===== src/sv/vcc_pkg.sv =====
// ---------------------------------------------------------------------------
// Vigenere char cipher package
// Widths, command and register codes, character constants, shared types.
// ---------------------------------------------------------------------------
package vcc_pkg;

   localparam int MAX_KEY_BYTES_DEFAULT = 32;
   localparam int TEXT_W                = 8;
   localparam int CMD_W                 = 2;
   localparam int LEN_W                 = 6;
   localparam int CSR_INDEX_W           = 3;
   localparam int CSR_DATA_W            = 64;
   localparam int KEY_BYTES_PER_REG     = 8;

   typedef enum logic [CMD_W-1:0] {
      CMD_ENCRYPT = 2'd0,
      CMD_DECRYPT = 2'd1,
      CMD_RESTART = 2'd2
   } cmd_type;

   typedef enum logic [CSR_INDEX_W-1:0] {
      REG_KEY_LENGTH         = 3'd0,
      REG_KEY_BYTES_LOW      = 3'd1,
      REG_KEY_BYTES_MID_LOW  = 3'd2,
      REG_KEY_BYTES_MID_HIGH = 3'd3,
      REG_KEY_BYTES_HIGH     = 3'd4
   } csr_index_type;

   localparam logic [TEXT_W-1:0] CHAR_UPPER_A = 8'h41;
   localparam logic [TEXT_W-1:0] CHAR_UPPER_Z = 8'h5A;
   localparam logic [TEXT_W-1:0] CHAR_LOWER_A = 8'h61;
   localparam logic [TEXT_W-1:0] CHAR_LOWER_Z = 8'h7A;

   // Key position control from the datapath to the key store
   typedef struct packed {
      logic advance;
      logic restart;
   } pos_ctrl_type;

endpackage


===== src/sv/vigenere_char_cipher_unit.sv =====
// ---------------------------------------------------------------------------
// Vigenere char cipher unit
// Streaming case-preserving Vigenere coder, one byte per word.
// ---------------------------------------------------------------------------
// The unit takes one word per clock on the req_ channel while req_tready is
// high and, for encrypt and decrypt commands, returns one word on the
// rsp_ channel via the input register and the result register; a restart
// command resets the key position and returns nothing. Sustained rate, with
// rsp_tready high, is one word per cycle through the combinational coder;
// stalls on rsp_tready hold the result register and the input register
// still takes one more word. The key (length and up to MAX_KEY_BYTES bytes)
// lives in flip-flops written through the csr_ port; write it only while no
// word is in flight. Letters rotate within their own case, other bytes pass
// through, and every encrypt or decrypt word moves the key position on by one.
// There is no clearing pass after reset.
module vigenere_char_cipher_unit
   import vcc_pkg::*;
#(
   parameter int MAX_KEY_BYTES = MAX_KEY_BYTES_DEFAULT
) (
   input  logic                   clock,
   input  logic                   reset,
   // Configuration write port
   input  logic                   csr_we,
   input  logic [CSR_INDEX_W-1:0] csr_index,
   input  logic [CSR_DATA_W-1:0]  csr_wdata,
   // Request stream
   input  logic                   req_tvalid,
   output logic                   req_tready,
   input  logic [TEXT_W-1:0]      req_tdata,  // [7:0] text_byte
   input  logic [CMD_W-1:0]       req_tuser,  // [1:0] cmd
   // Response stream
   output logic                   rsp_tvalid,
   input  logic                   rsp_tready,
   output logic [TEXT_W-1:0]      rsp_tdata   // [7:0] out_byte
);

   // Input register
   logic              s1_valid_ff, s1_valid_in;
   cmd_type           s1_cmd_ff;
   logic [TEXT_W-1:0] s1_byte_ff;

   // Result register
   logic              rsp_valid_ff, rsp_valid_in;
   logic [TEXT_W-1:0] rsp_byte_ff;

   logic              req_accept;
   logic              out_free;
   logic              s1_has_result;
   logic              s1_restart;
   logic              s1_advance;
   pos_ctrl_type      pos_ctrl;
   logic [TEXT_W-1:0] key_byte;
   logic [TEXT_W-1:0] coded_byte;

   // Decode the held command: encrypt and decrypt produce a word,
   // restart only clears the key position, the spare code is dropped
   always_comb begin
      s1_has_result = 1'b0;
      s1_restart    = 1'b0;
      unique case (s1_cmd_ff) inside
         CMD_ENCRYPT, CMD_DECRYPT: s1_has_result = 1'b1;
         CMD_RESTART:              s1_restart    = 1'b1;
         default: begin
            s1_has_result = 1'b0;
            s1_restart    = 1'b0;
         end
      endcase
   end

   // The result register can load when empty or being drained this cycle
   assign out_free   = !rsp_valid_ff || rsp_tready;
   // Commands with no result leave the input register without waiting
   assign s1_advance = s1_valid_ff && (!s1_has_result || out_free);
   assign req_tready = !s1_valid_ff || s1_advance;
   assign req_accept = req_tvalid && req_tready;

   assign pos_ctrl.advance = s1_advance && s1_has_result;
   assign pos_ctrl.restart = s1_advance && s1_restart;

   always_comb begin
      s1_valid_in = s1_valid_ff;
      if (req_accept) begin
         s1_valid_in = 1'b1;
      end else if (s1_advance) begin
         s1_valid_in = 1'b0;
      end
   end

   always_comb begin
      rsp_valid_in = rsp_valid_ff;
      if (pos_ctrl.advance) begin
         rsp_valid_in = 1'b1;
      end else if (rsp_tready) begin
         rsp_valid_in = 1'b0;
      end
   end

   always_ff @(posedge clock) begin
      if (reset) begin
         s1_valid_ff  <= 1'b0;
         rsp_valid_ff <= 1'b0;
      end else begin
         s1_valid_ff  <= s1_valid_in;
         rsp_valid_ff <= rsp_valid_in;
      end
   end

   // Payload: capture on accept, hold otherwise
   always_ff @(posedge clock) begin
      if (req_accept) begin
         s1_cmd_ff  <= cmd_type'(req_tuser);
         s1_byte_ff <= req_tdata;
      end
      if (pos_ctrl.advance) begin
         rsp_byte_ff <= coded_byte;
      end
   end

   vcc_key_store #(
      .MAX_KEY_BYTES (MAX_KEY_BYTES)
   ) u_key_store (
      .clock     (clock),
      .reset     (reset),
      .csr_we    (csr_we),
      .csr_index (csr_index),
      .csr_wdata (csr_wdata),
      .pos_ctrl  (pos_ctrl),
      .key_byte  (key_byte)
   );

   vcc_coder u_coder (
      .decrypt   (s1_cmd_ff == CMD_DECRYPT),
      .text_byte (s1_byte_ff),
      .key_byte  (key_byte),
      .out_byte  (coded_byte)
   );

   assign rsp_tvalid = rsp_valid_ff;
   assign rsp_tdata  = rsp_byte_ff;

endmodule


===== src/sv/vcc_key_store.sv =====
// ---------------------------------------------------------------------------
// Vigenere key store
// Key length and key byte registers, key position counter, key byte read.
// ---------------------------------------------------------------------------
module vcc_key_store
   import vcc_pkg::*;
#(
   parameter int MAX_KEY_BYTES = MAX_KEY_BYTES_DEFAULT,
   localparam int POS_W = (MAX_KEY_BYTES > 1) ? $clog2(MAX_KEY_BYTES) : 1
) (
   input  logic                   clock,
   input  logic                   reset,
   input  logic                   csr_we,
   input  logic [CSR_INDEX_W-1:0] csr_index,
   input  logic [CSR_DATA_W-1:0]  csr_wdata,
   input  pos_ctrl_type           pos_ctrl,
   output logic [TEXT_W-1:0]      key_byte
);

   logic [LEN_W-1:0]  len_ff, len_in;
   logic [POS_W-1:0]  pos_ff, pos_in;
   logic [TEXT_W-1:0] key_ff [MAX_KEY_BYTES];
   logic [TEXT_W-1:0] key_in [MAX_KEY_BYTES];
   logic [LEN_W-1:0]  pos_next;
   logic              pos_wrap;

   always_comb begin
      len_in = len_ff;
      if (csr_we && csr_index == REG_KEY_LENGTH) begin
         len_in = csr_wdata[LEN_W-1:0];
      end
   end

   always_ff @(posedge clock) begin
      if (reset) begin
         len_ff <= LEN_W'(1);
      end else begin
         len_ff <= len_in;
      end
   end

   for (genvar g = 0; g < MAX_KEY_BYTES; g++) begin : g_key
      localparam int Word = g / KEY_BYTES_PER_REG;
      localparam int Lane = g % KEY_BYTES_PER_REG;

      always_comb begin
         key_in[g] = key_ff[g];
         if (csr_we &&
             csr_index == CSR_INDEX_W'(REG_KEY_BYTES_LOW) + CSR_INDEX_W'(Word)) begin
            key_in[g] = csr_wdata[Lane*TEXT_W +: TEXT_W];
         end
      end

      always_ff @(posedge clock) begin
         if (reset) begin
            key_ff[g] <= '0;
         end else begin
            key_ff[g] <= key_in[g];
         end
      end
   end

   // Wrap at the key length, saturated to the store depth; zero wraps at once
   assign pos_next = LEN_W'(pos_ff) + LEN_W'(1);
   assign pos_wrap = (pos_next >= len_ff) || (pos_next >= LEN_W'(MAX_KEY_BYTES));

   always_comb begin
      pos_in = pos_ff;
      if (pos_ctrl.restart) begin
         pos_in = '0;
      end else if (pos_ctrl.advance) begin
         pos_in = pos_wrap ? '0 : pos_next[POS_W-1:0];
      end
   end

   always_ff @(posedge clock) begin
      if (reset) begin
         pos_ff <= '0;
      end else begin
         pos_ff <= pos_in;
      end
   end

   assign key_byte = key_ff[pos_ff];

endmodule


===== src/sv/vcc_coder.sv =====
// ---------------------------------------------------------------------------
// Vigenere byte coder
// Case-preserving rotation of one byte by the shift of one key byte.
// ---------------------------------------------------------------------------
module vcc_coder
   import vcc_pkg::*;
(
   input  logic              decrypt,
   input  logic [TEXT_W-1:0] text_byte,
   input  logic [TEXT_W-1:0] key_byte,
   output logic [TEXT_W-1:0] out_byte
);

   localparam logic [5:0] ALPHA_LEN = 6'd26;

   logic              key_upper;
   logic [6:0]        key_diff;
   logic [4:0]        shift;
   logic              is_upper;
   logic              is_lower;
   logic [TEXT_W-1:0] base;
   logic [4:0]        offset;
   logic [5:0]        sum;
   logic [5:0]        sum_mod;

   // Shift of the key byte: 'A'-'Z' give 0 to 25, bytes above 'a' their distance from 'a' mod 26, all others zero
   assign key_upper = (key_byte >= CHAR_UPPER_A) && (key_byte <= CHAR_UPPER_Z);
   assign key_diff  = 7'(key_byte - CHAR_LOWER_A);

   always_comb begin
      shift = '0;
      if (key_byte[TEXT_W-1]) begin
         shift = '0;
      end else if (key_upper) begin
         shift = 5'(key_byte - CHAR_UPPER_A);
      end else if (key_byte > CHAR_LOWER_A) begin
         shift = (key_diff >= 7'(ALPHA_LEN)) ? 5'(key_diff - 7'(ALPHA_LEN))
                                             : 5'(key_diff);
      end
   end

   assign is_upper = (text_byte >= CHAR_UPPER_A) && (text_byte <= CHAR_UPPER_Z);
   assign is_lower = (text_byte >= CHAR_LOWER_A) && (text_byte <= CHAR_LOWER_Z);
   assign base     = is_upper ? CHAR_UPPER_A : CHAR_LOWER_A;
   assign offset   = 5'(text_byte - base);

   assign sum = decrypt ? 6'(offset) + ALPHA_LEN - 6'(shift)
                        : 6'(offset) + 6'(shift);
   assign sum_mod = (sum >= ALPHA_LEN) ? sum - ALPHA_LEN : sum;

   assign out_byte = (is_upper || is_lower) ? base + TEXT_W'(sum_mod) : text_byte;

endmodule


===== config.mk =====
export PLATFORM = sky130hd
export DESIGN_NAME = vigenere_char_cipher_unit
export DESIGN_NICKNAME = d
export VERILOG_FILES = /design/src/sv/vcc_pkg.sv /design/src/sv/vigenere_char_cipher_unit.sv /design/src/sv/vcc_key_store.sv /design/src/sv/vcc_coder.sv
export SDC_FILE = /design/constraint.sdc
export NUM_CORES = 1
export LEC_CHECK = 0
export BUFFER_PORTS_ARGS = -buffer_cell sky130_fd_sc_hd__buf_2
export CAP_MARGIN = 20
export CORE_MARGIN = 2
export CORE_UTILIZATION = 50
export CTS_CLUSTER_SIZE = 8
export DETAILED_ROUTE_END_ITERATION = 8
export PLACE_DENSITY = 0.68
export REMOVE_ABC_BUFFERS = 1
export SLEW_MARGIN = 40
export SYNTH_ARGS = -nofsm -noshare
export SYNTH_HDL_FRONTEND = slang
export SYNTH_SLANG_ARGS = --single-unit
export TNS_END_PERCENT = 50

===== constraint.sdc =====
create_clock -name clock -period 8.2 [get_ports clock]
set_input_delay 0 -clock clock [delete_from_list [all_inputs] [get_ports clock]]
set_output_delay 0 -clock clock [all_outputs]
set_load 0.05 [all_outputs]

==> run summary, run 1 <==
The H-tree was split into 2 levels. CTS saw 292 sinks. The number of cell rows is slightly above 60.

The number of antenna repair diodes is 0. The worst clock skew came out at between 15 and 20 ps. The die outline height is about 170 um.

The critical path buffer and inverter count came out at 2. The initial antenna violation count is 0. The boundary pin count came out at a little over 90.

The cell repeated most along the worst path is sky130_fd_sc_hd__ha_1. Setup repair after global routing left no endpoint under its margin. The die outline width came out at 174 um. The number of setup violations in the final report is 0. Global routing used 21.0% of the available tracks. For the final routed database, the setup TNS stands at 0 ps. STA classifies the critical path endpoint as a flop.

The initial cell density of the core came out at 50.5%. The met3 routing resource usage after global routing is under 10%. In this run the remaining antenna-violating nets after routing total 0. The minimum period implied by the final worst setup slack came out at around 7700 ps. The async set-reset flop share out of synthesis is 0%.

The cell with the biggest individual delay on the critical path is sky130_fd_sc_hd__dfxtp_4. The number of port buffers came out at 91. The final hold slack is 24.1 ps.

By area the synthesized netlist is led by sky130_fd_sc_hd__edfxtp_1 (57%), sky130_fd_sc_hd__and2_1 (11%), sky130_fd_sc_hd__mux4_2 (8.8%). The final number of max-transition violations is 0. The via count of the first global-routing pass came out at about 9000. The largest buffer count on any clock path came out at 3. The synthesis warning total came out at 0.

The detailed router finished its first iteration with around 610 violations. The overall routed net length is slightly above 30000 um. After synthesis the netlist holds a flip-flop and latch count of ~290. The weighted congestion reported at the end of routability-driven placement came out at just over 0.8. The highest attainable clock frequency is ~0.13 GHz. The hold violation count in the final report came out at 0. The met1 demand-to-capacity share in global routing is approximately 28%. The placed cell count came out at approximately 1400. The via density per instance is about 5.4. The most critical setup path has its endpoint at rsp_tdata[6]. The number of standard cells after synthesis came out at slightly above 1000. The category of the critical setup timing path is flop to flop. At the worst endpoint, the arrival time is around 7900 ps. For this run, the detailed router's first-pass iteration total came to 6. The maximum vdd ir drop is 0.192 mV. The stage delay of the slowest cell on the critical path came out at between 600 and 700 ps. The maximum number of pins on one net before global-route repair came out at 65. The post-synthesis cell type with the largest combined area is sky130_fd_sc_hd__edfxtp_1. The worst path required time came out at about 8500 ps.

The global routing stage identified its most utilized layer as met2. The met2 usage came out at 35.7%. In this run the worst hold path is classified as primary input to flop. The filler cells instantiated in the layout total approximately 2300. The CTS tree is built. The most used flip-flop cell after synthesis is sky130_fd_sc_hd__edfxtp_1. The post-synth design cell area is ~14000 um2. The final net count came out at around 1300.

By instance count, the leading cell after synthesis is sky130_fd_sc_hd__edfxtp_1. For this run, the register share of the synthesized area comes to 59.6%. From synthesis to final layout, the design area changed by 20.4%.

After synthesis, the most frequently instantiated cells are sky130_fd_sc_hd__edfxtp_1 (274), sky130_fd_sc_hd__and2_1 (258), sky130_fd_sc_hd__mux4_2 (56). For this run, design rule violations remaining after detail routing come to 0. The worst setup path is launched from a flop. The total congestion overflow is 0. The final route contains about 8600 vias.

The clock tree root buffer cell is sky130_fd_sc_hd__clkbuf_16. The die footprint is 30200 um2. In this run the critical register-to-register path is captured at rsp_tdata[6]. The detailed placer's ending HPWL came out at 19200 um. The depth of the critical timing path with buffers and inverters included came out at 29. Yosys mapped a number of flops with a built-in enable equal to 274. The core region is between 20000 and 30000 um2.

The number of unique standard cell types used by synthesis came out at between 60 and 70. The setup slack of the worst register-to-register path is about 540 ps. The later pin in the worst-skew pair is clocked with a latency of roughly 530 ps. Measured against its own limit, the worst slew margin works out to 54.9%. The depth of the most critical reg-to-reg path came out at 29. The number of buffers created by CTS came out at between 40 and 50. The clock-pin slew on the worst setup and hold paths is ~50 ps. The run finished with clean final reports. The average size of a mapped cell is between 10 and 15 um2. The cell family contributing the most delay on the critical path is multiplexers. The max-cap violation count came out at 0. The post-route clock period utilization is 93.4%. The analysis attributes to cell leakage a power of roughly 6.3 nW. In the final routed layout, each cell accounts on average for a little under 20 um.

The wire length of the first global-routing pass is just under 50000 um. The design draws between 3 and 4 mW. At the pin with the least slew margin, the transition time is ~670 ps. The non-filler instance count after layout is approximately 1600. In this run the power density over the cells is ~210 nW/um2. The fraction of post-synthesis cell area in the top cell type by area came out at around 57%.

In this run the worst path has a maximum fanout of 25. In the final layout, the share of cells above drive strength 1 is 20.5%.
## routing by layer
layer,part of all wire (%),wire (um)
met4,1.9,573
met3,4.2,1300
met2,49,15100
met1,45,13800
met5,0,0
## layout by cell type (no fill, tap or decap), types with 16 or more instances in the layout
master,n
sky130_fd_sc_hd__ha_1,32
sky130_fd_sc_hd__clkbuf_16,43
sky130_fd_sc_hd__dlygate4sd3_1,83
sky130_fd_sc_hd__buf_2,91
sky130_fd_sc_hd__edfxtp_1,274
sky130_fd_sc_hd__mux2i_1,26
sky130_fd_sc_hd__mux4_2,56
sky130_fd_sc_hd__nand2_1,29
sky130_fd_sc_hd__inv_1,28
sky130_fd_sc_hd__a21oi_1,18
sky130_fd_sc_hd__nor2_1,35
sky130_fd_sc_hd__and2_1,258
sky130_fd_sc_hd__xnor2_1,16
## worst min path at each step
stage | startpoint | end | slack [ps] | depth (start not counted)
detailed placement | req_tdata[4] | s1_byte_ff[4] | 180 | 1
global placement | req_tdata[6] | s1_byte_ff[6] | 180 | 1
floorplan | reset | rsp_tvalid | 70 | 1
CTS | reset | u_key_store.len_ff[0] | 20 | 2
global route | reset | u_key_store.len_ff[0] | 60 | 2
finish | reset | u_key_store.len_ff[0] | 20 | 2
## logic make-up after synthesis
group,synth area share [%]
AND/OR/NAND/NOR,16.0
flip-flops,59.6
multiplexers,13.3
AO/OA/AOI/OAI,4.36
buffers and inverters,2.47
adder cells (fa/ha/maj),3.06
XOR/XNOR,1.22
## worst register-to-register path, delay by kind of cell (launching register included)
kind	cells	cell delay (ps)
DFF	1	630
AOI/OAI and AO/OA	7	1350
xor gates and xnor gates	3	500
adders and majority gates	6	1690
and+or+nand+nor	7	1290
buffers and inverters	2	200
muxes	4	1740
## area by class of cell
class / instances / area, um2 / area share (%)
sequential: 292 / 8600 / 49.6
multi-input combinational: 636 / 5530 / 31.9
timing repair buffer: 191 / 1470 / 8.45
clock buffer: 57 / 1130 / 6.51
tap: 384 / 480 / 2.77
inverter: 29 / 109 / 0.628
clock inverter: 3 / 33.8 / 0.195
## per-stage QoR
step | worst slack (ps) | util [%] | cell area (um2)
3_3_place_gp | 776 | 53.5 | 15300
2_1_floorplan | -689 | - | 14200
5_1_grt | 26.5 | 60.8 | 17300
4_1_cts | 558 | 60.7 | 17300
6_report | 544 | 60.8 | 17300
3_5_place_dp | 565 | 53.8 | 15300
## report_power, final
part	leakage [nW]	internal, mW	switching [mW]
clock network	0.565	0.947	0.599
registers	2.79	1.73	0.0300
logic	2.96	0.181	0.214
## what timing repair did
action / in CTS / in global routing
gates resized for setup: 0 / 1
setup endpoints to repair: 0 / 2
endpoints found under the hold margin: 274 / 0
setup buffers: 0 / 0
hold buffers: 83 / 0
## sequential cells by signal, indices dropped and copies added, names as in the netlist, named ones only
name	cells
u_key_store.pos_ff	5
s1_valid_ff	1
s1_byte_ff	8
u_key_store.len_ff	6
s1_cmd_ff	2
u_key_store.key_ff	256
rsp_tvalid	1
rsp_tdata	8
Power figures use the tool's default switching activity.
==> inputs of run 2 (changes only) <==
--- a/config.mk
+++ b/config.mk
@@ -16,5 +16,6 @@
 export SLEW_MARGIN = 40
 export SYNTH_ARGS = -nofsm -noshare
 export SYNTH_HDL_FRONTEND = slang
+export SYNTH_HIERARCHICAL = 1
 export SYNTH_SLANG_ARGS = --single-unit
 export TNS_END_PERCENT = 50
==> run summary, run 2 <==
The number of cell rows was 62 (unchanged). The final setup slack of the worst path is 1200 ps (was 544 ps). The maximum vdd ir drop was 0.150 mV (was 0.192 mV).

The number of setup violations in the final report came to 0 (unchanged). The filler cell count in the final layout is 2190 (was 2266). The final hold slack was 78.9 ps (was 24.1 ps).

The worst clock skew is 19.3 ps (was 17.0 ps). The worst-margin pin slew is 743 ps (was 672 ps). The depth of the most critical reg-to-reg path came out at 24 (was 29). The number of standard cells after synthesis came out at 1058 (was 1007). The standard cell core area came out at 28600 um2 (was 28500 um2). The detailed placer's ending HPWL came to 19400 um (was 19200 um). The largest buffer count on any clock path is 3 (unchanged). The post-synthesis cell type with the largest combined area is sky130_fd_sc_hd__edfxtp_1 (unchanged).

The path class of the lowest-slack min-delay path is primary input to flop (unchanged). Leading post-synthesis cells by instance count: sky130_fd_sc_hd__edfxtp_1 (274), sky130_fd_sc_hd__and2_1 (260), sky130_fd_sc_hd__mux2i_1 (65) (was sky130_fd_sc_hd__edfxtp_1 (274), sky130_fd_sc_hd__and2_1 (258), sky130_fd_sc_hd__mux4_2 (56)). The final number of max-transition violations came out at 0 (unchanged). The initial cell density of the core came out at 50.6% (was 50.5%). The category of the critical setup timing path is flop to flop (unchanged). The setup slack of the worst register-to-register path came out at 1200 ps (was 540 ps). The area overhead of the layout relative to synthesis came out at 19.7% (was 20.4%).

The data arrival time of the critical path is 7340 ps (was 7930 ps). Commonest non-fill, non-tap cells in the layout: sky130_fd_sc_hd__edfxtp_1 (274), sky130_fd_sc_hd__and2_1 (260), sky130_fd_sc_hd__buf_2 (91) (was sky130_fd_sc_hd__edfxtp_1 (274), sky130_fd_sc_hd__and2_1 (258), sky130_fd_sc_hd__buf_2 (91)). The average size of a mapped cell is 13.7 um2 (was 14.3 um2).

The worst path required time is 8540 ps (was 8480 ps). The number of sinks on the clock net came out at 292 (unchanged). The wire length of the first global-routing pass came out at 51600 um (was 49300 um). The number of antenna repair diodes came out at 0 (unchanged).

The post-route clock period utilization was 85.4% (was 93.4%). The total iterations of the first detailed-routing run came to 5 (was 6). The clock tree root buffer cell is sky130_fd_sc_hd__clkbuf_16 (unchanged).

The minimum period implied by the final worst setup slack is 7000 ps (was 7660 ps). Unrepaired setup endpoints after global routing: no (unchanged). The number of port buffers came out at 91 (unchanged). The total congestion overflow is 0 (unchanged). The type of element capturing the critical path is a flop (unchanged). The number of flip-flops in the largest register came to 256 (unchanged). The CTS tree is built (unchanged). The die outline width came out at 174 um (about the same).

The startpoint of the lowest-slack hold path is reset (unchanged). The hold violation count in the final report is 0 (unchanged). The number of vias in the routed layout came out at 9001 (was 8607). The synthesis warning total is 6 (was 0). The clock-pin slew on the worst setup and hold paths came to 50 ps (about the same). The boundary pin count is 92 (unchanged). The number of levels the H-tree was split into is 2 (unchanged). The cell with the most instances after synthesis was sky130_fd_sc_hd__edfxtp_1 (unchanged). The die footprint came to 30300 um2 (was 30200 um2).

The post-synth design cell area was 14500 um2 (was 14400 um2). The number of unique standard cell types used by synthesis came out at 77 (was 66). The iteration-0 DRC count of the detailed router came to 900 (was 608). The number of remaining DRC errors is 0 (unchanged).

The async set-reset flop share out of synthesis came out at 0% (unchanged). The worst hold path depth is 2 (unchanged). The overall routed net length came to 32200 um (was 30800 um). The critical register-to-register path endpoint was rsp_tdata[4] (was rsp_tdata[6]). The weighted congestion reported at the end of routability-driven placement is 0.804 (was 0.822). The leading cell type in the layout, fill and taps excluded is sky130_fd_sc_hd__edfxtp_1 (unchanged). The count of antenna-violating nets left after detailed routing came out at 0 (unchanged). The highest attainable clock frequency is 0.143 GHz (was 0.131 GHz). The total of flip-flops plus latches after synthesis came out at 292 (unchanged).

The max-cap violation count is 0 (unchanged). The category of the worst setup path launch point is a flop (unchanged). The post-synthesis sequential area ratio is 59.3% (was 59.6%). The final net count came to 1355 (was 1308). The worst-case headroom to the max-slew limit is 50.4% (was 54.9%). The number of enable-type register cells in the synthesized netlist is 274 (unchanged). The via density per instance came out at 5.50 (was 5.41). The maximum number of pins on one net before global-route repair came out at 69 (was 65). The clock insertion delay at the later pin of the skew report is 540 ps (was 530 ps). The quantity of gates resized following cts is 0 (unchanged). Status: complete, no violations (unchanged). The prevailing post-synth register cell is sky130_fd_sc_hd__edfxtp_1 (unchanged). The register ranked first by flip-flop count is u_key_store/key_ff (was u_key_store.key_ff). The die outline height came out at 174 um (about the same). The number of buffers created by CTS came out at 42 (unchanged). The power per cell area came to 219 nW/um2 (was 213 nW/um2). The static leakage is 6.24 nW (was 6.32 nW). The top fanout value on the critical path came out at 68 (was 25). The total routing resource utilization after global routing came out at 21.8% (was 21.0%). The pre-CTS worst setup slack was 1280 ps (was 565 ps). The routed wirelength normalized by instance count was 19.7 um (was 19.3 um).

The share of final-layout standard cells stronger than drive strength 1 is 18.0% (was 20.5%). The fraction of post-synthesis cell area in the top cell type by area is 56.8% (was 57.1%). The initial antenna violation count came out at 0 (unchanged).

The via count of the first global-routing pass came to 9328 (was 9023). Top cells by area, synth: sky130_fd_sc_hd__edfxtp_1 (57%), sky130_fd_sc_hd__and2_1 (11%), sky130_fd_sc_hd__mux4_2 (5.0%) (was sky130_fd_sc_hd__edfxtp_1 (57%), sky130_fd_sc_hd__and2_1 (11%), sky130_fd_sc_hd__mux4_2 (8.8%)).
[run 2: changes by cell type after synthesis, moves of 6 or more]
| cell | before | now |
|---|---|---|
| sky130_fd_sc_hd__a211oi_1 | 4 | 11 |
| sky130_fd_sc_hd__nor2_1 | 36 | 26 |
| sky130_fd_sc_hd__a22o_1 | 0 | 8 |
| sky130_fd_sc_hd__buf_6 | 2 | 9 |
| sky130_fd_sc_hd__a21o_1 | 10 | 3 |
| sky130_fd_sc_hd__xor2_1 | 4 | 10 |
| sky130_fd_sc_hd__a22oi_1 | 8 | 25 |
| sky130_fd_sc_hd__mux4_2 | 56 | 32 |
| sky130_fd_sc_hd__mux2i_1 | 26 | 65 |
| sky130_fd_sc_hd__mux4_1 | 10 | 0 |
| sky130_fd_sc_hd__xnor2_1 | 16 | 7 |
| sky130_fd_sc_hd__a31oi_1 | 1 | 9 |
| sky130_fd_sc_hd__clkbuf_1 | 33 | 27 |
[run 2: kinds of logic (layout without fill, tap and decap cells)]
kind of cell	Yosys count	in the layout	synth area share (%)
compound gates	125	125	6.58
xor+xnor	17	17	1.03
fa+ha+maj	35	35	3.12
buf+inv	82	278	3.00
flops	292	292	59.3
mux	101	101	9.81
simple gates	406	406	17.2
[run 2: worst max-delay path by stage]
stage	start	to	slack (ps)	depth (start not counted)
floorplan	flop	rsp_tdata[1]	-160	23
global placement	flop	rsp_tdata[1]	1420	23
detailed placement	flop	rsp_tdata[4]	1280	24
CTS	flop	rsp_tdata[4]	1260	24
global route	flop	rsp_tdata[6]	710	24
finish	flop	rsp_tdata[4]	1200	24
[run 2: per-layer routing]
layer / vias up / wire, um / GRT usage [%]
li1: 4251 / - / -
met1: 4424 / 14200 / 29.6
met2: 273 / 15600 / 36.5
met3: 53 / 1760 / 3.30
met4: 0 / 615 / 6.23
met5: - / 0 / 0
[run 2: repair_timing]
action	4_1_cts	5_1_grt
endpoints found under the hold margin	284	0
setup buffers	0	0
setup endpoints to repair	0	0
hold buffers	89	0
[run 2: area by class of cell]
cell class	count	area, um2	area share (%)
Sequential cell	292	8590	49.6
Multi-Input combinational cell	684	5510	31.8
Timing Repair Buffer	194	1490	8.58
Clock buffer	55	1110	6.40
Tap cell	384	480	2.77
Inverter	25	93.8	0.541
Clock inverter	4	62.6	0.361
[run 2: through the flow]
| stage | instances | TNS (ps) | area [um2] | total power [mW] | util, % |
|---|---|---|---|---|---|
| after CTS | 1638 | 0 | 17300 | 3.83 | 60.6 |
| after floorplan | 1001 | -500 | 14100 | 2.11 | - |
| after global routing | 1638 | 0 | 17300 | 3.95 | 60.6 |
| final | 1638 | 0 | 17300 | 3.80 | 60.6 |
| after detailed placement | 1490 | 0 | 15300 | 2.24 | 53.4 |
| after global placement | 1489 | 0 | 15200 | 2.22 | 53.2 |
[run 2: critical path, stage by stage (launching register included)]
cell and delay (ps):
sky130_fd_sc_hd__dfxtp_4 740, sky130_fd_sc_hd__buf_12 430, sky130_fd_sc_hd__mux4_2 380, sky130_fd_sc_hd__a22oi_1 260, sky130_fd_sc_hd__nand3_1 280, sky130_fd_sc_hd__inv_1 200
sky130_fd_sc_hd__ha_1 180, sky130_fd_sc_hd__inv_1 60, sky130_fd_sc_hd__or3_1 320, sky130_fd_sc_hd__xor2_1 170, sky130_fd_sc_hd__a211oi_1 230, sky130_fd_sc_hd__o21ai_1 190
sky130_fd_sc_hd__xnor2_1 160, sky130_fd_sc_hd__nor2_1 220, sky130_fd_sc_hd__ha_1 310, sky130_fd_sc_hd__ha_1 240, sky130_fd_sc_hd__fa_1 420, sky130_fd_sc_hd__xor2_1 190
sky130_fd_sc_hd__and3_2 230, sky130_fd_sc_hd__nor4_4 510, sky130_fd_sc_hd__a31oi_4 180, sky130_fd_sc_hd__xor2_1 180, sky130_fd_sc_hd__ha_1 240, sky130_fd_sc_hd__and4_1 180
sky130_fd_sc_hd__o31ai_2 210
[run 2: report_power, final]
group	internal, mW	switching, mW	leakage [nW]
clock	0.939	0.608	0.566
combinational	0.210	0.284	2.88
sequential	1.73	0.0279	2.79
total	2.88	0.920	6.24
==> inputs of run 3 (changes only) <==
--- a/config.mk
+++ b/config.mk
@@ -5,7 +5,7 @@
 export SDC_FILE = /design/constraint.sdc
 export NUM_CORES = 1
 export LEC_CHECK = 0
-export BUFFER_PORTS_ARGS = -buffer_cell sky130_fd_sc_hd__buf_2
+export BUFFER_PORTS_ARGS = -buffer_cell sky130_fd_sc_hd__clkbuf_2
 export CAP_MARGIN = 20
 export CORE_MARGIN = 2
 export CORE_UTILIZATION = 50
==> run summary, run 3 (synthesis results as in run 2) <==
The number of vias in the routed layout is 8967 (was 9001). The final hold slack is 56.2 ps (was 78.9 ps). The die outline width is 174 um (unchanged). The path class of the lowest-slack min-delay path was primary input to flop (unchanged). The clock insertion delay at the later pin of the skew report came to 540 ps (about the same).

The category of the worst setup path launch point is a flop (unchanged). The number of antenna repair diodes is 0 (unchanged). The clock-pin slew on the worst setup and hold paths came out at 50 ps (about the same). The CTS tree is built (unchanged).

The power per cell area came to 219 nW/um2 (about the same). The maximum number of pins on one net before global-route repair is 65 (was 69). The worst-margin pin slew is 744 ps (was 743 ps).

The number of sinks on the clock net came to 292 (unchanged). The maximum vdd ir drop came out at 0.161 mV (was 0.150 mV). The type of element capturing the critical path was a flop (unchanged). The area overhead of the layout relative to synthesis came out at 19.4% (was 19.7%). The final number of max-transition violations is 0 (unchanged). The largest buffer count on any clock path came to 3 (unchanged). Commonest non-fill, non-tap cells in the layout: sky130_fd_sc_hd__edfxtp_1 (274), sky130_fd_sc_hd__and2_1 (260), sky130_fd_sc_hd__clkbuf_2 (91) (was sky130_fd_sc_hd__edfxtp_1 (274), sky130_fd_sc_hd__and2_1 (260), sky130_fd_sc_hd__buf_2 (91)). The standard cell core area came out at 28600 um2 (unchanged). The highest attainable clock frequency came out at 0.141 GHz (was 0.143 GHz). The worst path required time is 8550 ps (was 8540 ps). The multi-input logic area came out at 5510 um2 (unchanged). The count of antenna-violating nets left after detailed routing came out at 0 (unchanged).

The total congestion overflow came out at 0 (unchanged). The final net count was 1351 (was 1355). The total iterations of the first detailed-routing run is 5 (unchanged). The clock tree root buffer cell was sky130_fd_sc_hd__clkbuf_16 (unchanged). The die outline height came out at 174 um (unchanged). The share of final-layout standard cells stronger than drive strength 1 is 18.2% (was 18.0%). The post-cts hold buffer count was 83 (was 89). The number of buffers created by CTS came out at 42 (unchanged). The number of levels the H-tree was split into came out at 2 (unchanged). The iteration-0 DRC count of the detailed router was 689 (was 900). The register ranked first by flip-flop count is u_key_store/key_ff (unchanged). The data arrival time of the critical path is 7450 ps (was 7340 ps). The hold violation count in the final report came out at 0 (unchanged). The summed area of non-filler cells in the final layout is 17300 um2 (about the same). The detailed placer's ending HPWL came to 19500 um (was 19400 um).

The placed cell area came out at 15300 um2 (about the same). The overall routed net length is 32500 um (was 32200 um). The via density per instance is 5.48 (was 5.50).

The cell repeated most along the worst path was sky130_fd_sc_hd__ha_1 (unchanged). The boundary pin count is 92 (unchanged). The post-route clock period utilization was 86.6% (was 85.4%). The total routing resource utilization after global routing came to 22.0% (was 21.8%).

The via count of the first global-routing pass came out at 9300 (was 9328). The buffer count from post-CTS setup fixing is 0 (unchanged). The stage delay of the slowest cell on the critical path came out at 760 ps (was 740 ps). The number of cell rows came to 62 (unchanged).

The top fanout value on the critical path came out at 38 (was 68). The number of port buffers was 91 (unchanged). The initial antenna violation count came out at 1 (was 0). The category of the critical setup timing path is flop to flop (unchanged). The cell with the biggest individual delay on the critical path was sky130_fd_sc_hd__dfxtp_4 (unchanged).

The max-cap violation count was 0 (unchanged). The wire length of the first global-routing pass came out at 51600 um (about the same). The setup TNS was 0 ps (unchanged). The initial cell density of the core is 50.6% (unchanged). The minimum period implied by the final worst setup slack is 7100 ps (was 7000 ps). Status: complete, no violations (unchanged).

The weighted congestion reported at the end of routability-driven placement came out at 0.785 (was 0.804). The filler cell count in the final layout was 2236 (was 2190). The die footprint came out at 30300 um2 (unchanged). The number of remaining DRC errors is 0 (unchanged).

The number of flip-flops in the largest register came out at 256 (unchanged). The static leakage came out at 6.23 nW (was 6.24 nW). The worst clock skew is 23.6 ps (was 19.3 ps). The sequential cell area came out at 8590 um2 (unchanged). Unrepaired setup endpoints after global routing: no (unchanged). Cells traversed along the worst timing path: buf_4 -> mux2i_1 -> a22o_1 -> a2111oi_0 -> a31oi_1 -> nand3_1 -> or3_1 -> nor4b_1 -> a21oi_1 -> o21ai_1 -> xnor2_1 -> nor2_1 -> ha_1 -> ha_1 -> fa_1 -> xor2_1 -> and3_2 -> nor4_4 -> a31oi_4 -> xor2_1 -> ha_1 -> and4_1 -> o31ai_2 (was buf_12 -> mux4_2 -> a22oi_1 -> nand3_1 -> inv_1 -> ha_1 -> inv_1 -> or3_1 -> xor2_1 -> a211oi_1 -> o21ai_1 -> xnor2_1 -> nor2_1 -> ha_1 -> ha_1 -> fa_1 -> xor2_1 -> and3_2 -> nor4_4 -> a31oi_4 -> xor2_1 -> ha_1 -> and4_1 -> o31ai_2). The number of setup violations in the final report is 0 (unchanged). The routed wirelength normalized by instance count came to 19.9 um (was 19.7 um).

The leading cell type in the layout, fill and taps excluded is sky130_fd_sc_hd__edfxtp_1 (unchanged). The quantity of gates resized following cts came to 0 (unchanged). The worst-case headroom to the max-slew limit is 50.4% (about the same).
[run 3: cell count changes in the layout (fill, tap and decap cells not counted), sizes merged]
| cell | before | now |
|---|---|---|
| clkbuf | 55 | 148 |
| buf | 105 | 16 |
| dlygate4sd3 | 89 | 83 |
| inv | 27 | 25 |
| clkinv | 2 | 3 |
[run 3: final timing paths]
check | start | cells past startpoint | end | slack [ps]
setup / recovery | flop | 23 | rsp_tdata[4] | 1100
hold / removal | reset | 2 | u_key_store/len_ff[3] | 60
hold reg to reg | rsp_tvalid | 2 | rsp_tvalid | 540
setup reg to reg | flop | 23 | rsp_tdata[4] | 1100
[run 3: report_power, final]
part / internal (mW) / switching, mW / total (mW)
logic: 0.208 / 0.279 / 0.487
registers: 1.73 / 0.0298 / 1.76
clock network: 0.941 / 0.605 / 1.55
total: 2.88 / 0.914 / 3.79
[run 3: critical path: cells and delay by family, from the launching register on]
family                     cells  cell delay [ps]
DFF                            1              760
xor gates and xnor gates       3              480
and+or+nand+nor                7             2400
muxes                          1              300
adders and majority gates      4             1220
buffers and inverters          1              400
AOI/OAI and AO/OA              7             1340
[run 3: stage by stage]
step,instances,total power [mW],setup WS [ps],util (%)
after global placement,1491,2.22,1310,53.3
after floorplan,1001,2.11,-156,-
after CTS,1635,3.83,1120,60.4
after global routing,1635,3.95,638,60.4
final,1635,3.79,1100,60.4
after detailed placement,1492,2.24,1160,53.4
[run 3: final cells by class]
type / instances / area share, %
clock inverters: 3 / 0.362
flip-flops and latches: 292 / 49.7
inverters: 25 / 0.543
repair buffers: 190 / 8.27
clock buffers: 57 / 6.46
well taps: 384 / 2.78
multi-input cells: 684 / 31.9
[run 3: metal layers]
layer | GRT usage [%] | routed length [um] | vias to the layer above
met1 | 29.1 | 14200 | 4412
met4 | 6.51 | 767 | 0
li1 | - | - | 4249
met5 | 0 | 0 | -
met3 | 4.33 | 1810 | 56
met2 | 36.8 | 15700 | 250
